--- src/hw/rtl/scba_pkg.sv ---
// types, codes and fixed widths for the size class block allocator
// no dependencies; every other file imports this package
package scba_pkg;

	localparam int ADDR_W = 13;
	localparam int SIZE_W = 16;

	localparam logic [1:0] REQ_ALLOC  = 2'd0;
	localparam logic [1:0] REQ_FREE   = 2'd1;
	localparam logic [1:0] REQ_RESIZE = 2'd2;
	localparam logic [1:0] REQ_BAD    = 2'd3;

	localparam logic [1:0] STS_OK      = 2'd0;
	localparam logic [1:0] STS_LARGE   = 2'd1;
	localparam logic [1:0] STS_OOM     = 2'd2;
	localparam logic [1:0] STS_INVALID = 2'd3;

	localparam logic [1:0] SRC_ZERO  = 2'd0;
	localparam logic [1:0] SRC_TOP   = 2'd1;
	localparam logic [1:0] SRC_CARVE = 2'd2;
	localparam logic [1:0] SRC_BADDR = 2'd3;

	typedef struct packed {
		logic [1:0]        req_type;
		logic [SIZE_W-1:0] req_size;
		logic [SIZE_W-1:0] old_size;
		logic [ADDR_W-1:0] block_addr;
	} req_t;

	typedef struct packed {
		logic [ADDR_W-1:0] slot_addr;
		logic [1:0]        status;
		logic              copy_needed;
	} rsp_t;

	typedef struct packed {
		logic       capture;
		logic       sel_old;
		logic       pop_read;
		logic       pop_write;
		logic       carve;
		logic       free;
		logic       set_res;
		logic [1:0] res_status;
		logic [1:0] res_src;
		logic       set_copy;
		logic       load_out;
	} ctl_cmd_t;

	typedef struct packed {
		logic       invalid;
		logic [1:0] req_type;
		logic       nlarge;
		logic       olarge;
		logic       same_class;
		logic       top_valid;
		logic       carve_ok;
		logic       out_busy;
	} dp_stat_t;

endpackage

--- src/hw/rtl/scba_ctrl.sv ---
// controller state machine for the size class block allocator
// depends on scba_pkg; drives the datapath through ctl_cmd_t
module scba_ctrl import scba_pkg::*; (
	input  logic     clk,
	input  logic     arst_n,
	input  logic     req_valid,
	output logic     req_ready,
	input  dp_stat_t stat,
	output ctl_cmd_t cmd
);

	localparam logic [2:0] S_IDLE     = 3'd0;
	localparam logic [2:0] S_EXEC     = 3'd1;
	localparam logic [2:0] S_POP      = 3'd2;
	localparam logic [2:0] S_FREE_OLD = 3'd3;
	localparam logic [2:0] S_FINISH   = 3'd4;

	logic [2:0] state_q;
	logic [2:0] state_d;
	logic [2:0] after_alloc;
	logic       is_resize;

	assign req_ready = (state_q == S_IDLE);
	assign is_resize = (stat.req_type == REQ_RESIZE);
	assign after_alloc = (is_resize && !stat.olarge) ? S_FREE_OLD : S_FINISH;

	always_ff @(posedge clk or negedge arst_n) begin
		if (!arst_n) begin
			state_q <= S_IDLE;
		end else begin
			state_q <= state_d;
		end
	end

	always_comb begin
		cmd = '0;
		cmd.res_status = STS_OK;
		cmd.res_src = SRC_ZERO;
		state_d = state_q;
		unique case (state_q)
			S_IDLE: begin
				if (req_valid) begin
					cmd.capture = 1'b1;
					state_d = S_EXEC;
				end
			end
			S_EXEC: begin
				cmd.set_res = 1'b1;
				state_d = S_FINISH;
				if (stat.invalid) begin
					cmd.res_status = STS_INVALID;
				end else if (stat.req_type == REQ_FREE) begin
					if (stat.nlarge) begin
						cmd.res_status = STS_LARGE;
					end else begin
						cmd.free = 1'b1;
					end
				end else if (is_resize && stat.nlarge && stat.olarge) begin
					cmd.res_status = STS_LARGE;
				end else if (is_resize && stat.same_class) begin
					cmd.res_src = SRC_BADDR;
				end else if (stat.nlarge) begin
					cmd.res_status = STS_LARGE;
					cmd.set_copy = is_resize;
					state_d = after_alloc;
				end else if (stat.top_valid) begin
					cmd.res_src = SRC_TOP;
					cmd.pop_read = 1'b1;
					state_d = S_POP;
				end else if (stat.carve_ok) begin
					cmd.res_src = SRC_CARVE;
					cmd.carve = 1'b1;
					cmd.set_copy = is_resize;
					state_d = after_alloc;
				end else begin
					cmd.res_status = STS_OOM;
				end
			end
			S_POP: begin
				cmd.pop_write = 1'b1;
				cmd.set_copy = is_resize;
				state_d = after_alloc;
			end
			S_FREE_OLD: begin
				cmd.sel_old = 1'b1;
				cmd.free = 1'b1;
				state_d = S_FINISH;
			end
			S_FINISH: begin
				if (!stat.out_busy) begin
					cmd.load_out = 1'b1;
					state_d = S_IDLE;
				end
			end
			default: begin
				state_d = S_IDLE;
			end
		endcase
	end

endmodule

--- config.mk ---
export PLATFORM = sky130hd
export DESIGN_NAME = scba_ctrl
export DESIGN_NICKNAME = d
export VERILOG_FILES = /design/src/hw/rtl/scba_pkg.sv /design/src/hw/rtl/scba_ctrl.sv
export SDC_FILE = /design/constraint.sdc
export NUM_CORES = 1
export LEC_CHECK = 0
export ABC_AREA = 1
export BUFFER_PORTS_ARGS = -buffer_cell sky130_fd_sc_hd__buf_2
export CORE_AREA = 2 2 39 41
export CTS_CLUSTER_DIAMETER = 100
export DETAILED_ROUTE_END_ITERATION = 10
export DIE_AREA = 0 0 41 43
export PLACE_DENSITY_LB_ADDON = 0.2
export SYNTH_ARGS = -nofsm -noshare
export SYNTH_HDL_FRONTEND = slang
export SYNTH_SLANG_ARGS = --single-unit
--- constraint.sdc ---
create_clock -name clk -period 1.4 [get_ports clk]
set_input_delay 0.07 -clock clk [delete_from_list [all_inputs] [get_ports clk]]
set_output_delay 0.07 -clock clk [all_outputs]
set_load 0.01 [all_outputs]
### Word-level counts from Yosys, hierarchy flattened

Cells that the tools add are included.

* register bits: 3
* latch bits: 0
* bits in writable memories: 0
* bits in read-only memories: 0
* input port bits: 12
* output and inout bits: 14
* logic and storage cells: 71
* memories: 0

* add/subtract/negate cells: 0
* $mul: 0
* div/mod/pow operators: 0
* $lt $le $gt $ge: 0
* equal/unequal tests: 8
* shift-type cells: 0
* mux-type cells: 55
* bitwise logic cells: 0
* reductions and logical operators: 7

Operators with widths (number)
* 3-bit 2-to-1 mux: 14
* 1-bit 2-to-1 mux: 26
* 2-bit 2-to-1 mux: 11
* 3-bit one-hot mux with 5 select lines: 1
* 3-bit by 2-bit == test with 1-bit output (second input constant): 2
* 5-bit 2-to-1 mux: 1
* 1-bit logical AND: 4
* 2-bit != test (second input constant): 2
* 1-bit one-hot mux with 2 select lines: 2
* 3-bit by 1-bit == test with 1-bit output (second input constant): 1
* 3-bit == test (second input constant): 1
* 3-bit zero test: 1
* 2-bit by 1-bit == test with 1-bit output (second input constant): 1
* 2-bit == test (second input constant): 1
* 2-bit AND reduction: 1
* 1-bit zero test: 1

### Longest topological paths before layout

Gate-level depths: netlist (run 1).

* depth in word-level cells: 11
* gate-level depth with buffers: 7
* gate-level depth less buffers: 7

### Least setup slack after synthesis (run 1)

Ideal clock, no wire load.

* path type: flip-flop to flip-flop
* from: reg state_q[0]
* to: reg state_q[0]
* library setup time: 0.123 ns
* data arrival time: 1.096 ns
* data required time: 1.277 ns
* path slack: 0.181 ns
* stages on the path, launching flop included: 5
* path buffers: 0
* period minus slack after synthesis: 1.219 ns
* path through: dfrtp_1 nor3_1 inv_1 o21ai_0 a21oi_1

* cells in the longest elaborated chain, start to end: 3
* elaborated cells between the ends (all ways): 9
* classes of those cells: 6 x eq/ne; 1 x mux; 2 x reduce/logical

Ends and longest elaborated chain
* start, declared: line scba_ctrl.sv:18 `logic [2:0] state_q;`
* start signal, assigned: line scba_ctrl.sv:31 `state_q <= state_d;`
* 3-bit zero test (*)
* named net req_ready: line scba_ctrl.sv:7 `output logic req_ready,`
* 2-bit != test (no source line)
* 2-bit AND reduction (no source line)

Mark *: on every way through the listed nets, which the timed path passes. The rest lies on a longest branch.
A chain may end at the register's enable or synchronous reset.

==> qor.yml, run 1 <==
cts:
  cts_max_level: 1
  cts_tree: "built"
  clk_path_buf_depth: 2
  clockRootBuffer: "clkbuf_4"
  path_clk_slew_ps: 40
  numClockSinks: 3
  cts_inserted_buffers: 3
  clk_latency_ps: 230
route:
  dr.pass1.iters: 4
  drt_iter0_markers: 6
  drtAntennaViolNets: 0
  viasPerCell: 4.50
  vias: 545
  drc_errors: 0
  drt_wl_total_um: 1150
  wl_per_cell_um: 9.53
layout:
  fin_area_um2: 622
  largest_registers: "state_q: 3 flops"
  layout-drive-gt1-share: 0.410
  insertedDiodeCount: 0
  regMostFlops: "state_q"
  nNetsFinal: 118
  largest_reg_flops: 3
  area_growth_syn_to_layout_pct: 60.8
  final_util: 0.449
synthesis:
  synth_cell_types: 16
  ys_warn_count: 0
  synth_area_um2: 387
  yosys-top-cells-area: "dfrtp_1 (19%), nand2_1 (18%), inv_1 (16%)"
  syn_area_per_cell_um2: 5.45
  seq_area_frac_synth: 0.194
  postSynthCellCount: 71
  synth_top_area_frac: 0.194
  yosysTopAreaCell: "dfrtp_1"
  syn_nets: 83
  synth_seq_cells: 3
floorplan:
  io_pins: 26
  rows: 14
  initial_core_util: 0.279
  dieArea_um2: 1760
  die_x_um: 41
  core-area_um2: 1380
  fp.dieH_um: 43
timing:
  setup_ws_ps: -26.5
  slew_headroom: 0.776
  tns_ps: -26.5
  hold_viol: 0
  drv_slew: 0
  skew_ps: 5.39
  whs_ps: 151
  max_freq_ghz: 0.701
  finalSetupViolations: 1
  post-route-period-util: 1.02
  worstMarginPinSlew_ps: 334
  rsz0062_at_grt: "yes"
  layout_min_cycle_time_ps: 1430
power:
  p_per_area_nw_per_um2: 1180
  p_leak_uw: 0.000380
  peakVddDrop_uv: 527
global_route:
  grt_pass1_wl_um: 1870
  grt_antenna_before_repair: 0
  grt_use_total: 0.162
  gr-total-overflow: 0
  grt_max_degree: 7
  grt_pass1_vias: 459
placed_design:
  dp_hpwl_um: 848
  place.gp.congestion: 0.768
  postPlaceCellArea_um2: 532
  numPortBuffers: 25
  preCtsSetupSlack_ps: 164
worst_hold_path:
  hold_path.class: "primary input to flip-flop"
setup_path:
  worstPathArrival_ps: 1360
  path_class: "flip-flop to output port"
  cp-start-kind: "flip-flop"
  required_ps: 1330
  cp_max_fo: 5
  end_kind: "output port"
status:
  outcome: "finished with violations"
  failed_checks: "setup timing"
run:
  maxCapViolations: 0
final cells by class:
cell class | instances | area [µm²]
clock buffers | 4 | 26.3
fillers | 155 | 762
inverters | 16 | 60.1
multi-input cells | 52 | 275
flip-flops and latches | 3 | 75.1
well taps | 16 | 20.0
repair buffers | 30 | 165
logic make-up (layout without fill, tap and decap cells):
logic type,count (synthesis),in the layout,synth area share
AO/OA/AOI/OAI,9,9,0.133
buffers and inverters,16,50,0.155
flip-flops,3,3,0.194
AND/OR/NAND/NOR,43,43,0.518
cell usage after synthesis:
library cell / number
nand2_1: 19
inv_1: 16
nor2_1: 9
nand3_1: 6
a21oi_1: 4
dfrtp_1: 3
o21ai_0: 3
nor3_1: 2
nor3b_1: 2
a31o_2: 1
nand3_2: 1
nand4_1: 1
nor2_2: 1
nor2_4: 1
nor4_1: 1
o21bai_1: 1
cells in the final DEF (no fill, tap or decap), drive strengths merged:
cell and count:
clkbuf 4, o21bai 1, nand2 19, a21oi 4, nor3 2, inv 16
dlygate4sd3 1, nor3b 2, a31o 1, o21ai 3, nand4 1, buf 29
dfrtp 3, nor4 1, nor2 11, nand3 7
where the power goes:
group | switching, µW | internal, µW | total, µW | leakage (µW)
clock network | 44.1 | 107 | 151 | 0.0000150
registers | 43.5 | 115 | 159 | 0.0000391
logic | 239 | 183 | 421 | 0.000326
critical path, cell delays in order (launching register included):
cell	delay (ps)
dfrtp_1	410
inv_2	100
nand3_4	90
nor2_4	150
inv_2	60
nor3b_2	160
buf_2	150
metrics by stage:
step                std cells  total power (µW)
global placement          112               501
finish                    121               731
detailed placement        112               501
global route              121               802
CTS                       119               708
floorplan                  71               377
repair_timing:
action	4_1_cts	5_1_grt
endpoints found under the hold margin	3	0
gates cloned	0	0
pin swaps	3	0
setup endpoints to repair	4	8
hold buffers	1	0
buffers inserted	2	2
resized for setup	6	2
per-layer routing:
layer / routed length [µm] / vias to the layer above / part of all wire / track usage
met5: 0 / - / 0 / 0
met4: 20 / 0 / 0.017 / 0.120
met3: 72 / 2 / 0.062 / 0.0524
met2: 557 / 17 / 0.48 / 0.234
met1: 503 / 237 / 0.44 / 0.189
li1: - / 289 / - / -
final timing paths:
check / start / end / slack (ps) / cells after the start
hold / removal: stat[4] / state_q[0]$_DFFE_PN0P_ / 150 / 4
hold reg to reg: state_q[1]$_DFFE_PN0P_ / state_q[0]$_DFFE_PN0P_ / 670 / 3
setup / recovery: state_q[2]$_DFFE_PN0P_ / cmd[10] / -30 / 6
setup reg to reg: state_q[0]$_DFFE_PN0P_ / state_q[0]$_DFFE_PN0P_ / 200 / 4
min in group asynchronous: arst_n / state_q[2]$_DFFE_PN0P_ / 180 / 2
max in group asynchronous: arst_n / state_q[1]$_DFFE_PN0P_ / 1110 / 2
(Power assumes the default switching activity.)
==> inputs of run 2 (changes only) <==
--- a/config.mk
+++ b/config.mk
@@ -14,2 +14,3 @@
 export PLACE_DENSITY_LB_ADDON = 0.2
+export SKIP_LAST_GASP = 1
 export SYNTH_ARGS = -nofsm -noshare
==> constraint.sdc (replaced) <==
create_clock -name clk -period 1.6 [get_ports clk]
set_input_delay 0.32 -clock clk [delete_from_list [all_inputs] [get_ports clk]]
set_output_delay 0.32 -clock clk [all_outputs]
set_load 0.01 [all_outputs]
==> run 2 against run 1 <==
  * The run still ends with setup timing left
  * Cell area increased by 2.0%
  * Setup slack got worse by 34 ps
  * Clock-buffer cell count is the same
  * Global-route usage down 1.8 points
  * Critical path depth stayed put
  * Utilization increased by 0.90 points
  * Clock power down 9.9%
  * Total power fell by 10%
  * Hold slack better by 230 ps
  * Via count increased by 0.73%
  * Combinational power decreased by 8.3%
  * Die area is the same
==> qor.yml, run 2 (synthesis gave the netlist of run 1 again) <==
worst_hold_path:
  hold_path.class: "primary input to flip-flop"  # unchanged
  holdPathStages: 4  # unchanged
setup_path:
  end_kind: "output port"  # unchanged
  path_class: "flip-flop to output port"  # unchanged
  worstPathArrival_ps: 1340  # was 1360 ps
  cp-start-kind: "flip-flop"  # unchanged
  r2r_cells: 4  # unchanged
  required_ps: 1280  # was 1330 ps
  cp_max_fo: 4  # was 5
layout:
  layout_common_cells: "buf_2 (25), nand2_1 (19), inv_1 (13)"  # was buf_2 (25), nand2_1 (18), inv_1 (13)
  nNetsFinal: 118  # unchanged
  final_common_cell: "buf_2"  # unchanged
  layout-drive-gt1-share: 0.429  # was 0.410
  largest_registers: "state_q: 3 flops"  # unchanged
  area_growth_syn_to_layout_pct: 64.1  # was 60.8%
  largest_reg_flops: 3  # unchanged
  final_cells: 121  # unchanged
  fin_area_um2: 634  # was 622 µm²
  regMostFlops: "state_q"  # unchanged
  insertedDiodeCount: 0  # unchanged
  fill_cells: 170  # was 155
route:
  drt_wl_total_um: 1090  # was 1150 µm
  drc_errors: 0  # unchanged
  dr.pass1.iters: 4  # unchanged
  vias: 549  # was 545
  wl_per_cell_um: 9.02  # was 9.53 µm
  viasPerCell: 4.54  # was 4.50
  drtAntennaViolNets: 0  # unchanged
  drt_iter0_markers: 9  # was 6
timing:
  setup_ws_ps: -60.8  # was -26.5 ps
  post-route-period-util: 1.04
  finalSetupViolations: 6  # was 1
  slew_headroom: 0.775  # was 0.776
  hold_viol: 0  # unchanged
  whs_ps: 385  # was 151 ps
  max_freq_ghz: 0.602
  worstMarginPinSlew_ps: 336  # was 334 ps
  drv_slew: 0  # unchanged
  rsz0062_at_grt: "yes"  # unchanged
  layout_min_cycle_time_ps: 1660
  skew_ps: 2.67  # was 5.39 ps
  tns_ps: -282  # was -26.5 ps
placed_design:
  dp_cells: 112  # unchanged
  numPortBuffers: 25  # unchanged
  postPlaceCellArea_um2: 532  # unchanged
  dp_hpwl_um: 858  # was 848 µm
  preCtsSetupSlack_ps: 88.8  # was 164 ps
  place.gp.congestion: 0.761  # was 0.768
power:
  peakVddDrop_uv: 503  # was 527 µV
  p_leak_uw: 0.000381  # was 0.000380 µW
  p_per_area_nw_per_um2: 1030  # was 1180 nW/µm²
floorplan:
  fp.dieH_um: 43  # unchanged
  dieArea_um2: 1760  # unchanged
  rows: 14  # unchanged
  initial_core_util: 0.279  # unchanged
  io_pins: 26  # unchanged
  die_x_um: 41  # unchanged
  core-area_um2: 1380  # unchanged
global_route:
  gr-total-overflow: 0  # unchanged
  grt_use_total: 0.145  # was 0.162
  grt_antenna_before_repair: 0  # unchanged
  grt_pass1_vias: 422  # was 459
  grt_pass1_wl_um: 1710  # was 1870 µm
  grt_max_degree: 7  # unchanged
cts:
  clk_latency_ps: 240  # was 230 ps
  cts_tree: "built"  # unchanged
  clockRootBuffer: "clkbuf_4"  # unchanged
  numClockSinks: 3  # unchanged
  clk_path_buf_depth: 2  # unchanged
  cts_inserted_buffers: 3  # unchanged
  cts_max_level: 1  # unchanged
  path_clk_slew_ps: 40  # about the same
run:
  maxCapViolations: 0  # unchanged
status:
  outcome: "finished with violations"  # unchanged
  failed_checks: "setup timing"  # unchanged
==> run 2: cell counts in the layout (fill, tap and decap cells not counted) <==
No cell type changed its count.
==> run 2: path summary, 6_finish.rpt <==
kind / start / endpoint / slack (ps)
max: state_q[1]$_DFFE_PN0P_ / cmd[3] / -60
min: stat[4] / state_q[0]$_DFFE_PN0P_ / 390
max reg2reg: state_q[0]$_DFFE_PN0P_ / state_q[0]$_DFFE_PN0P_ / 420
min reg2reg: state_q[0]$_DFFE_PN0P_ / state_q[2]$_DFFE_PN0P_ / 660
max in group asynchronous: arst_n / state_q[0]$_DFFE_PN0P_ / 1090
min in group asynchronous: arst_n / state_q[2]$_DFFE_PN0P_ / 400
==> run 2: power breakdown <==
part,switching [µW],total (µW),internal (µW)
logic,222,386,165
clock network,42.5,136,93.7
registers,32.7,134,101
total,297,656,359
==> run 2: worst max-delay path: stages (launching register included) <==
cell and delay (ps):
dfrtp_1 390, inv_2 120, nand3_4 110, nor2_4 130, nand2_1 90, a21oi_1 120, buf_2 140
==> run 2: final cells by class <==
cell class | instances | area, µm² | area share
Multi-Input combinational cell | 52 | 284 | 0.448
Timing Repair Buffer | 30 | 169 | 0.266
Sequential cell | 3 | 75.1 | 0.118
Inverter | 16 | 60.1 | 0.0947
Clock buffer | 4 | 26.3 | 0.0414
Tap cell | 16 | 20.0 | 0.0316
==> run 2: routing by layer <==
metal,vias to the layer above,part of all wire,global-route usage
met1,236,0.48,0.197
met5,-,0,0
met3,2,0.069,0.0628
li1,293,-,-
met4,0,0.013,0.0800
met2,18,0.44,0.184
==> run 2: through the flow <==
| stage | power (µW) | utilization |
|---|---|---|
| 3_3_place_gp | 441 | 0.384 |
| 6_report | 656 | 0.458 |
| 3_5_place_dp | 442 | 0.384 |
| 5_1_grt | 720 | 0.458 |
| 2_1_floorplan | 330 | - |
| 4_1_cts | 651 | 0.446 |
==> run 2: what timing repair did <==
item | CTS | global route
hold buffers | 1 | 0
endpoints found under the setup margin | 7 | 11
gates resized for setup | 8 | 3
pin swaps | 2 | 0
hold endpoints to repair | 3 | 0
buffers inserted | 3 | 1
